--- src/rtl/core/ckh_pkg.sv ---
package ckh_pkg;

    // Field widths
    localparam int BASE_W      = 8;
    localparam int KLEN_W      = 5;
    localparam int KMER_W      = 62;
    localparam int KMER_PAIRS  = KMER_W / 2;
    localparam int HASH_W      = 64;
    localparam int BUCKET_W    = 4;
    localparam int IN_TDATA_W  = 8;
    localparam int OUT_TDATA_W = 136;
    localparam int OUT_PAD_W   = OUT_TDATA_W - KMER_W - HASH_W - BUCKET_W;

    // Block constants
    localparam int BUCKET_COUNT  = 16;
    localparam int MAX_KMER      = 31;
    localparam int QUEUE_DEPTH   = 4;
    localparam logic [KLEN_W-1:0] KLEN_RESET = 5'd31;
    localparam logic [KLEN_W-1:0] FILL_MAX   = 5'd31;

    // ASCII bytes that map to a defined base
    localparam logic [BASE_W-1:0] CHAR_A = 8'h41;
    localparam logic [BASE_W-1:0] CHAR_C = 8'h43;
    localparam logic [BASE_W-1:0] CHAR_G = 8'h47;

    // Two-bit base codes
    localparam logic [1:0] BASE_A     = 2'd0;
    localparam logic [1:0] BASE_C     = 2'd1;
    localparam logic [1:0] BASE_G     = 2'd2;
    localparam logic [1:0] BASE_OTHER = 2'd3;

    // One queue entry: both strands after the base that completed a k-mer.
    typedef struct packed {
        logic [KMER_W-1:0] fwd;
        logic [KMER_W-1:0] rev;
    } t_kmer_pair;

    // Length clamp: zero acts as one, never above MAX_KMER or 31.
    function automatic logic [KLEN_W-1:0] eff_len(input logic [KLEN_W-1:0] v);
        logic [KLEN_W:0] w;
        w = {1'b0, v};
        if (w == '0) w = (KLEN_W+1)'(1);
        if (w > (KLEN_W+1)'(MAX_KMER)) w = (KLEN_W+1)'(MAX_KMER);
        if (w > (KLEN_W+1)'(31)) w = (KLEN_W+1)'(31);
        return w[KLEN_W-1:0];
    endfunction

endpackage

--- src/rtl/core/ckh_front.sv ---
module ckh_front
    import ckh_pkg::*;
(
    input  logic              i_clk,
    input  logic              i_rst_n,
    input  logic              i_cfg_wr_en,
    input  logic [KLEN_W-1:0] i_cfg_wr_data,
    input  logic              i_valid,
    output logic              o_ready,
    input  logic [BASE_W-1:0] i_base_char,
    input  logic              i_seq_start,
    input  logic              i_q_full,
    output logic              o_push,
    output t_kmer_pair        o_entry
);

    logic [KLEN_W-1:0] r_len;
    logic [KLEN_W-1:0] r_fill;
    logic [KLEN_W-1:0] n_fill;
    logic [KMER_W-1:0] r_fwd;
    logic [KMER_W-1:0] r_rev;
    logic [KMER_W-1:0] n_fwd;
    logic [KMER_W-1:0] n_rev;
    logic [KMER_W-1:0] mask;
    logic [KMER_W-1:0] ins_vec;
    logic [1:0]        code;
    logic              accept;

    assign o_ready = !i_q_full;
    assign accept  = i_valid && o_ready;

    always_comb begin
        case (i_base_char)
            CHAR_A:  code = BASE_A;
            CHAR_C:  code = BASE_C;
            CHAR_G:  code = BASE_G;
            default: code = BASE_OTHER;
        endcase
    end

    // Pair i is live when i < length; the complemented base enters at pair length-1.
    always_comb begin
        for (int i = 0; i < KMER_PAIRS; i++) begin
            mask[2*i +: 2]    = (KLEN_W'(i) < r_len) ? 2'b11 : 2'b00;
            ins_vec[2*i +: 2] = (KLEN_W'(i) == r_len - KLEN_W'(1)) ? ~code : 2'b00;
        end
        n_fwd = {r_fwd[KMER_W-3:0], code} & mask;
        n_rev = ((r_rev >> 2) | ins_vec) & mask;
    end

    always_comb begin
        n_fill = i_seq_start ? '0 : r_fill;
        if (n_fill != FILL_MAX) n_fill = n_fill + KLEN_W'(1);
    end

    assign o_push      = accept && (n_fill >= r_len);
    assign o_entry.fwd = n_fwd;
    assign o_entry.rev = n_rev;

    always_ff @(posedge i_clk) begin
        if (!i_rst_n) begin
            r_len  <= eff_len(KLEN_RESET);
            r_fill <= '0;
            r_fwd  <= '0;
            r_rev  <= '0;
        end else if (i_cfg_wr_en) begin
            r_len  <= eff_len(i_cfg_wr_data);
            r_fill <= '0;
        end else if (accept) begin
            r_fill <= n_fill;
            r_fwd  <= n_fwd;
            r_rev  <= n_rev;
        end
    end

endmodule

--- src/rtl/core/ckh_queue.sv ---
module ckh_queue
    import ckh_pkg::*;
#(
    parameter int DEPTH = QUEUE_DEPTH
)
(
    input  logic       i_clk,
    input  logic       i_rst_n,
    input  logic       i_push,
    input  t_kmer_pair i_data,
    input  logic       i_pop,
    output logic       o_full,
    output logic       o_empty,
    output t_kmer_pair o_data
);

    localparam int AW = (DEPTH > 1) ? $clog2(DEPTH) : 1;

    t_kmer_pair      r_mem [DEPTH];
    logic [AW-1:0]   r_wr_ptr;
    logic [AW-1:0]   r_rd_ptr;
    logic [AW:0]     r_count;
    logic            do_push;
    logic            do_pop;

    assign o_full  = (r_count == (AW+1)'(DEPTH));
    assign o_empty = (r_count == '0);
    assign do_push = i_push && !o_full;
    assign do_pop  = i_pop && !o_empty;
    assign o_data  = r_mem[r_rd_ptr];

    always_ff @(posedge i_clk) begin
        if (do_push) r_mem[r_wr_ptr] <= i_data;
    end

    always_ff @(posedge i_clk) begin
        if (!i_rst_n) begin
            r_wr_ptr <= '0;
            r_rd_ptr <= '0;
            r_count  <= '0;
        end else begin
            if (do_push) begin
                r_wr_ptr <= (r_wr_ptr == AW'(DEPTH-1)) ? '0 : r_wr_ptr + AW'(1);
            end
            if (do_pop) begin
                r_rd_ptr <= (r_rd_ptr == AW'(DEPTH-1)) ? '0 : r_rd_ptr + AW'(1);
            end
            if (do_push && !do_pop) begin
                r_count <= r_count + (AW+1)'(1);
            end else if (do_pop && !do_push) begin
                r_count <= r_count - (AW+1)'(1);
            end
        end
    end

endmodule

--- src/rtl/core/ckh_back.sv ---
module ckh_back
    import ckh_pkg::*;
(
    input  logic                i_clk,
    input  logic                i_rst_n,
    input  logic                i_q_empty,
    input  t_kmer_pair          i_entry,
    output logic                o_pop,
    output logic                o_valid,
    input  logic                i_ready,
    output logic [KMER_W-1:0]   o_canon,
    output logic [HASH_W-1:0]   o_hash,
    output logic [BUCKET_W-1:0] o_bucket
);

    logic                r_vld1, r_vld2, r_vld3, r_vld4, r_vld5;
    logic [KMER_W-1:0]   r_canon1, r_canon2, r_canon3, r_canon4, r_canon5;
    logic [HASH_W-1:0]   r_h2, r_h3, r_h4, r_h5;
    logic [BUCKET_W-1:0] r_bucket5;
    logic [KMER_W-1:0]   n_canon1;
    logic [HASH_W-1:0]   n_h2, n_h3, n_h4, n_h5;
    logic [HASH_W-1:0]   x1, t3, t4, t5;
    logic                advance;

    // The whole pipe moves together whenever the output stage is free or drained.
    assign advance = !r_vld5 || i_ready;
    assign o_pop   = advance && !i_q_empty;

    always_comb begin
        n_canon1 = (i_entry.fwd < i_entry.rev) ? i_entry.fwd : i_entry.rev;
        x1   = {{(HASH_W-KMER_W){1'b0}}, r_canon1};
        n_h2 = (~x1) + (x1 << 21);
        t3   = r_h2 ^ (r_h2 >> 24);
        n_h3 = (t3 + (t3 << 3)) + (t3 << 8);
        t4   = r_h3 ^ (r_h3 >> 14);
        n_h4 = (t4 + (t4 << 2)) + (t4 << 4);
        t5   = r_h4 ^ (r_h4 >> 28);
        n_h5 = t5 + (t5 << 31);
    end

    always_ff @(posedge i_clk) begin
        if (!i_rst_n) begin
            r_vld1 <= 1'b0;
            r_vld2 <= 1'b0;
            r_vld3 <= 1'b0;
            r_vld4 <= 1'b0;
            r_vld5 <= 1'b0;
        end else if (advance) begin
            r_vld1 <= !i_q_empty;
            r_vld2 <= r_vld1;
            r_vld3 <= r_vld2;
            r_vld4 <= r_vld3;
            r_vld5 <= r_vld4;
        end
    end

    always_ff @(posedge i_clk) begin
        if (advance) begin
            r_canon1  <= n_canon1;
            r_canon2  <= r_canon1;
            r_h2      <= n_h2;
            r_canon3  <= r_canon2;
            r_h3      <= n_h3;
            r_canon4  <= r_canon3;
            r_h4      <= n_h4;
            r_canon5  <= r_canon4;
            r_h5      <= n_h5;
            r_bucket5 <= BUCKET_W'(n_h5 % BUCKET_COUNT);
        end
    end

    assign o_valid  = r_vld5;
    assign o_canon  = r_canon5;
    assign o_hash   = r_h5;
    assign o_bucket = r_bucket5;

endmodule

--- src/rtl/core/canonical_kmer_hasher_core.sv ---
// Rolling canonical k-mer hasher.
// Input stream: one ASCII base per beat on s_axis_tdata, with s_axis_tuser set on
// the first base of a new sequence. Output stream: one beat per full k-mer with the
// canonical k-mer, its 64-bit shift hash and the bucket (hash modulo 16).
// The k-mer length is written through i_cfg_wr_en / i_cfg_wr_data; the user must
// write it only while the block is idle, as the block does not enforce this. A
// write restarts the fill, so the next result needs a full new k-mer. Throughput
// is one beat per cycle in both directions while neither side stalls. A result
// reaches m_axis_tvalid after the front queue and the five register stages of
// the strand compare and the hash.
// Reset clears the strands, the fill count and all valid flags and loads length 31.
// When the receiver holds m_axis_tready low on a waiting result the hash pipe stops
// as a whole and the front keeps taking bases until its queue of QUEUE_DEPTH
// entries is full; then s_axis_tready drops until the receiver takes beats again.
// Bases that complete no k-mer are still blocked while the queue is full.
module canonical_kmer_hasher_core
    import ckh_pkg::*;
#(
    parameter int QUEUE_DEPTH = ckh_pkg::QUEUE_DEPTH
)
(
    input  logic                   i_clk,
    input  logic                   i_rst_n,
    input  logic                   i_cfg_wr_en,
    input  logic [KLEN_W-1:0]      i_cfg_wr_data,
    input  logic                   s_axis_tvalid,
    output logic                   s_axis_tready,
    input  logic [IN_TDATA_W-1:0]  s_axis_tdata,   // [7:0] base_char
    input  logic                   s_axis_tuser,   // [0] sequence_start
    output logic                   m_axis_tvalid,
    input  logic                   m_axis_tready,
    output logic [OUT_TDATA_W-1:0] m_axis_tdata    // [61:0] canonical_kmer,
                                                   // [125:62] kmer_hash,
                                                   // [129:126] bucket, rest zero
);

    t_kmer_pair          push_entry;
    t_kmer_pair          pop_entry;
    logic                push;
    logic                pop;
    logic                q_full;
    logic                q_empty;
    logic [KMER_W-1:0]   canon;
    logic [HASH_W-1:0]   hash;
    logic [BUCKET_W-1:0] bucket;

    ckh_front u_front (
        .i_clk         (i_clk),
        .i_rst_n       (i_rst_n),
        .i_cfg_wr_en   (i_cfg_wr_en),
        .i_cfg_wr_data (i_cfg_wr_data),
        .i_valid       (s_axis_tvalid),
        .o_ready       (s_axis_tready),
        .i_base_char   (s_axis_tdata[BASE_W-1:0]),
        .i_seq_start   (s_axis_tuser),
        .i_q_full      (q_full),
        .o_push        (push),
        .o_entry       (push_entry)
    );

    ckh_queue #(
        .DEPTH (QUEUE_DEPTH)
    ) u_queue (
        .i_clk   (i_clk),
        .i_rst_n (i_rst_n),
        .i_push  (push),
        .i_data  (push_entry),
        .i_pop   (pop),
        .o_full  (q_full),
        .o_empty (q_empty),
        .o_data  (pop_entry)
    );

    ckh_back u_back (
        .i_clk     (i_clk),
        .i_rst_n   (i_rst_n),
        .i_q_empty (q_empty),
        .i_entry   (pop_entry),
        .o_pop     (pop),
        .o_valid   (m_axis_tvalid),
        .i_ready   (m_axis_tready),
        .o_canon   (canon),
        .o_hash    (hash),
        .o_bucket  (bucket)
    );

    assign m_axis_tdata = {{OUT_PAD_W{1'b0}}, bucket, hash, canon};

endmodule

--- config.mk ---
export PLATFORM = sky130hd
export DESIGN_NAME = canonical_kmer_hasher_core
export DESIGN_NICKNAME = d
export VERILOG_FILES = /design/src/rtl/core/ckh_pkg.sv /design/src/rtl/core/ckh_front.sv /design/src/rtl/core/ckh_queue.sv /design/src/rtl/core/ckh_back.sv /design/src/rtl/core/canonical_kmer_hasher_core.sv
export SDC_FILE = /design/constraint.sdc
export NUM_CORES = 2
export LEC_CHECK = 0
export BUFFER_PORTS_ARGS = -buffer_cell sky130_fd_sc_hd__buf_2
export CORE_MARGIN = 10
export CORE_UTILIZATION = 50
export DETAILED_ROUTE_END_ITERATION = 10
export PLACE_DENSITY = 0.66
export SETUP_SLACK_MARGIN = 0.2
export SLEW_MARGIN = 5
export SYNTH_ARGS = -nofsm -noshare
export SYNTH_HDL_FRONTEND = slang
export SYNTH_SLANG_ARGS = --single-unit
--- constraint.sdc ---
create_clock -name i_clk -period 43.7 [get_ports i_clk]
set_clock_uncertainty 0.2 [all_clocks]
set_input_delay 8.74 -clock i_clk [delete_from_list [all_inputs] [get_ports i_clk]]
set_output_delay 8.74 -clock i_clk [all_outputs]
set_load 0.03 [all_outputs]
---- Word level (Yosys, flattened, before mapping) ----
Memory sizes are Yosys's and may differ from the RTL's. A register that Yosys moved wholly into a read port is not among the register bits.
Cells that the tools add are included.
storage, ports and cells
  flip-flop bits (word level) ............. 714
  memory bits (writable) .................. 496
  input bits .............................. 19
  output and inout port bits .............. 138
  word-level logic and storage cells ...... 217
  memories kept ........................... 1
memories
  name           depth  bits a word  read ports  clocked after memory_dff  wr ports  RTL line         source
  u_queue.r_mem  4      124          1           1                         1         ckh_queue.sv:19  t_kmer_pair r_mem [DEPTH];
cells by class
  add/subtract/negate cells ............... 12
  magnitude comparators ................... 35
  equality and inequality tests ........... 37
  muxes and demuxes ....................... 81
  bitwise logic cells ..................... 10
  reduce and logical (&&, ||, !) cells .... 19
operators by type and width
  kind                  number
  $add A64 B64 Y64      6
  $mux W2               66
  $and A62 B62 Y62      2
  $eq A5 B5 Y1 const A  15
  $lt A5 B5 Y1 const A  15
  $not A62 Y64          1
  $xor A64 B36 Y64      1
  $xor A64 B40 Y64      1
  $xor A64 B50 Y64      1
  $lt A62 B62 Y1        1
  $mux W62              1
  $or A60 B62 Y62       1
  $eq A4 B5 Y1 const A  8
  $lt A4 B5 Y1 const A  8
  $mux W6               5
  $eq A8 B7 Y1 const B  3
  $eq A3 B5 Y1 const A  4
  $lt A3 B5 Y1 const A  4
  $mux W5               4
  $gt A6 B5 Y1 const B  2
  $eq A2 B5 Y1 const A  2
  $logic_not A5 Y1      2
  $lt A1 B5 Y1 const A  2
  $lt A2 B5 Y1 const A  2
  other kinds (22)      37

---- Logic depth before layout (Yosys ltp) ----
  depth after elaboration ................. 10
  gate-level depth with buffers ........... 20
  gate-level depth less buffers ........... 20

---- By module ----
From an unflattened synthesis, not the netlist that was laid out.
second synthesis, totals
  cells, all modules ...................... 4513
  area total of the unflattened synthesis .. 59572.1 sq um
by module, submodules not included
  module                      instances  cells each  area an instance (sq um)  sequential area each (sq um)
  ckh_back                    1          2950        34802.1                   17096.4
  ckh_queue                   1          699         18343.8                   15074.5
  ckh_front                   1          857         6377.4                    2602.5
  canonical_kmer_hasher_core  1          7           48.8                      0.0

---- Worst setup path after synthesis ----
OpenSTA, ideal clock, no wires.
  path type ............................... input-to-reg
  start point ............................. input port m_axis_tready
  end point ............................... register u_queue.r_count[2]
  library setup time ...................... 0.076 ns
  data arrival time ....................... 23.453 ns
  data required time ...................... 43.424 ns
  slack ................................... 19.971 ns
  stages .................................. 9
  buffers on the path ..................... 0
  cells stage by stage .................... nor2b_1 > inv_1 > o31ai_1 > ha_1 > inv_1 > fa_1 > xor2_1 > or3_1 > a21boi_0
on the way
  longest elaborated chain between the ends .. 6
  elaborated cells on any way between the ends .. 8
  classes of those cells .................. mux (1); reduce/logical (7)
RTL lines
  element                                        RTL line                          source
  from (decl)                                    canonical_kmer_hasher_core.sv:31  input logic m_axis_tready,
  $logic_or A1 B1 Y1 *                           ckh_back.sv:26                    assign advance = !r_vld5 || i_ready;
  $logic_and A1 B1 Y1 *                          ckh_back.sv:27                    assign o_pop = advance && !i_q_empty;
  $logic_and A1 B1 Y1 *                          ckh_queue.sv:29                   assign do_pop = i_pop && !o_empty;
  $logic_not A1 Y1                               ckh_queue.sv:48                   if (do_push && !do_pop) begin
  $logic_and A1 B1 Y1                            ckh_queue.sv:48
  $mux W3 or $reduce_bool A2 Y1 (tied branches)  -
  to (signal assigned)                           ckh_queue.sv:49                   r_count <= r_count + (AW+1)'(1);
  to (signal assigned)                           ckh_queue.sv:51                   r_count <= r_count - (AW+1)'(1);
  to (decl)                                      ckh_queue.sv:22                   logic [AW:0] r_count;
Every way passes the cells marked *; elsewhere a longest branch is shown, timed or not.
A chain may end at the register's enable or synchronous reset.

---- Worst setup path after layout ----
  start point ............................. input port s_axis_tuser
  end point ............................... memory u_queue.r_mem[3][115] (netlist name), enable pin
on the way
  longest elaborated chain between the ends .. 8
  elaborated cells on any way between the ends .. 9
  classes of those cells .................. add/sub (1); order compare (1); eq/ne (1); mux (4); reduce/logical (2)
RTL lines
  element                                        RTL line                          source
  from (decl)                                    canonical_kmer_hasher_core.sv:29  input logic s_axis_tuser,
  $mux W5 *                                      ckh_front.sv:52                   n_fill = i_seq_start ? '0 : r_fill;
  $add A5 B1 Y5 or $ne A5 B5 Y1 (tied branches)  ckh_front.sv:53                   if (n_fill != FILL_MAX) n_fill = n_fill + KLEN_W'(1);
  $mux W5 *                                      ckh_front.sv:53
  $ge A5 B5 Y1 *                                 ckh_front.sv:56                   assign o_push = accept && (n_fill >= r_len);
  $logic_and A1 B1 Y1 *                          ckh_front.sv:56
  $logic_and A1 B1 Y1 *                          ckh_queue.sv:28                   assign do_push = i_push && !o_full;
  via u_queue.do_push                            ckh_queue.sv:23                   logic do_push;
  $mux W1 *                                      ckh_queue.sv:33                   if (do_push) r_mem[r_wr_ptr] <= i_data;
  $mux W1 (implied by the code) *                ckh_queue.sv:33
  to (decl)                                      ckh_queue.sv:19
Mark *: on every way through the listed nets, which the timed path passes. The rest lies on a longest branch.

==> results.yml <==
status:
  status: "finished clean"
yosys:
  synth.cell_area_sq_um: 58700
  avgSynthCellArea_sq_um: 13.6
  synth-edff-count: 1062
  synth-async-reset-ratio_pct: 0
  synth.yosys.seq_area_share_pct: 59.3
  synthSimpleGateAreaFrac_pct: 7.75
  synthFlopType: "edfxtp_1"
  synth_fa_ha_area_share_pct: 9.86
  ys_ff_latch: 1206
  synth_top_cell_by_area: "edfxtp_1"
  synth_xor_area_share_pct: 4.61
  syn_inst: 4322
  muxShareOfSynthArea_pct: 6.38
  yosys.area.top_type_share_pct: 54.4
  yosysUniqueCellTypes: 80
  synth_warnings: 0
  synth_top_cells_by_area: "edfxtp_1, ha_1, dfxtp_1"
  synth_top_family_by_area: "adder cells"
  synth_compound_area_share_pct: 9.57
clock_tree:
  ctsRootBufferMaster: "clkbuf_16"
  h-tree-depth: 3
  clk_latency_ps: 730
  tritoncts: "yes"
  clkSinkCount: 1206
  cts_buffer_depth: 3
  numCtsBuffers: 120
  cts_hold_buf: 0
  postCtsSetupRepairBufs: 0
  cts_resized: 0
  clkTransAtPathRegs_ps: 60
drt:
  firstDrtPassIters: 8
  vias_per_cell: 5.65
  dr_total_vias: 34500
  ant_nets: 0
  drc_errors: 0
  drtIter0Drc: 2722
  wire_per_inst_um: 21.9
  wl_um: 134000
global_routing:
  gr-max-usage-layer: "met2"
  grt_max_degree: 133
  use_met2_pct: 35.3
  grt_use_met1_pct: 24.8
  antenna_found_initial: 1
  grt_use_total_pct: 20.1
  grt_pass1_wl_um: 205000
  groute.layer.met3.usage_pct: 2.81
  grt_remaining_overflow: 0
  first_global_vias: 34700
placement:
  pre_cts_ws_ps: 29710
  io_buffer_count: 150
  dpl_cell_area_sq_um: 61000
  routabilityCongestion: 0.916
  hpwl_um: 95500
setup_path:
  cp_max_fo: 64
  cp-endpoint: "u_queue.r_mem[3][115]"
  r2r_cells: 13
  worstSetupStartpoint: "s_axis_tuser"
  end_kind: "flop"
  timing.rr.end: "u_back.r_canon1[59]"
  cp.required_ps: 43860
  cp.arrival_ps: 13360
  reg2reg_slack_ps: 36630
  crit_path_start_kind: "primary input"
  path_class: "primary input to flop"
timing:
  holdWs_ps: 200
  slew_violations: 0
  min_period_over_period_pct: 30.2
  finalHoldViolCount: 0
  clock.fmax_mhz: 75.7
  slew_headroom_pct: 20.3
  period_needed_ps: 13210
  rsz0062_at_grt: "false"
  setup_ws_ps: 30490
  setup_viol: 0
  worstMarginPinSlew_ps: 1160
  tns_ps: 0
final_layout:
  layout_common_cells: "edfxtp_1, nand2_1, a21oi_1"
  nets: 4900
  drive_above_1_share_pct: 12.5
  area_delta_synth_final_pct: 10.8
  final_common_cell: "edfxtp_1"
  diodes: 0
  fillerInstances: 9493
  fin_area_sq_um: 65000
floorplanning:
  die_h_um: 363
  die_x_um: 363
  coreArea_sq_um: 116000
  die_area_sq_um: 131000
  start_util_pct: 50.4
  ios: 157
  rows: 125
flow_run:
  maxCapViolations: 0
hold_path:
  hold_path_class: "flop to flop"
-- registers in the layout, summed over array words and instances, names as in the netlist, 61 cells and up, named ones only --
name	count
u_back.o_canon	62
u_back.r_canon4	62
u_queue.r_mem	496
u_back.r_h2	64
u_back.r_canon3	62
u_back.r_canon1	62
u_back.r_canon2	62
u_back.o_hash	61
u_back.r_h3	64
u_back.r_h4	64
-- Yosys cell counts (all sizes together) (6+ instances only) --
master / count
edfxtp: 1062
nand2: 350
a21oi: 286
ha: 272
inv: 234
nor2: 205
xor2: 184
dfxtp: 144
xnor2: 125
mux4: 124
fa: 119
a21o: 116
o21ai: 114
a21boi: 110
clkbuf: 102
nor2b: 81
mux2: 64
nand3: 54
nor3: 53
nand4: 48
o21bai: 42
and2: 41
buf: 38
a31oi: 37
and3: 35
nand2b: 31
a211oi: 27
o21a: 25
mux2i: 23
o211ai: 20
a211o: 14
nor4: 12
o31ai: 12
and4: 10
a2111oi: 8
or2: 8
or3: 8
a31o: 7
o311ai: 6
-- cell type report --
| cell class | instances | area [sq um] | area share (%) |
|---|---|---|---|
| flip-flops and latches | 1206 | 34800 | 53.5 |
| multi-input cells | 2746 | 22500 | 34.6 |
| clock buffers | 150 | 3210 | 4.94 |
| well taps | 1524 | 1910 | 2.93 |
| repair buffers | 181 | 986 | 1.52 |
| inverters | 235 | 890 | 1.37 |
| clock inverters | 72 | 744 | 1.15 |
-- kinds of logic after synthesis --
| kind of cell | Yosys count |
|---|---|
| AOI/OAI and AO/OA | 870 |
| xor gates and xnor gates | 309 |
| adders and majority gates | 391 |
| buffers and inverters | 375 |
| DFF | 1206 |
| muxes | 211 |
| other | 1 |
| and+or+nand+nor | 959 |
-- worst max-delay path, stage by stage --
cell,delay [ps]
buf_2,140
nor2_1,130
ha_1,200
nand3_1,100
nor3_1,360
mux2_2,400
ha_1,270
nand2b_1,100
a21oi_1,70
nor2b_1,100
o21ai_0,80
nand2b_1,70
a21oi_1,60
nor2_1,500
and2_4,430
buf_4,810
buf_4,720
-- through the flow --
step                      std cells  util, %
after global placement         5892     52.4
after detailed placement       5892     52.4
after floorplan                4327        -
after global routing           6114     55.8
final                          6114     55.8
after CTS                      6114     55.8
-- routing by layer --
layer  vias to the layer above  part of all wire (%)
met5                         -                     0
met4                         0                   4.1
met3                       241                   4.6
met2                       854                    51
met1                     17000                    40
li1                      16400                     -
-- worst min path at each step --
stage,start,endpoint,cells past startpoint
floorplan,u_back.r_canon4[0],u_back.o_canon[0],0
global placement,u_back.r_canon4[49],u_back.o_canon[49],0
detailed placement,u_back.r_canon4[31],u_back.o_canon[31],0
CTS,u_back.r_canon4[8],u_back.o_canon[8],0
global route,u_back.r_canon2[4],u_back.r_canon3[4],0
finish,u_back.r_canon4[8],u_back.o_canon[8],0
Power is left out: the tool's default activity adds up to more than one toggle a clock period on the data nets, which glitch-free logic cannot reach.
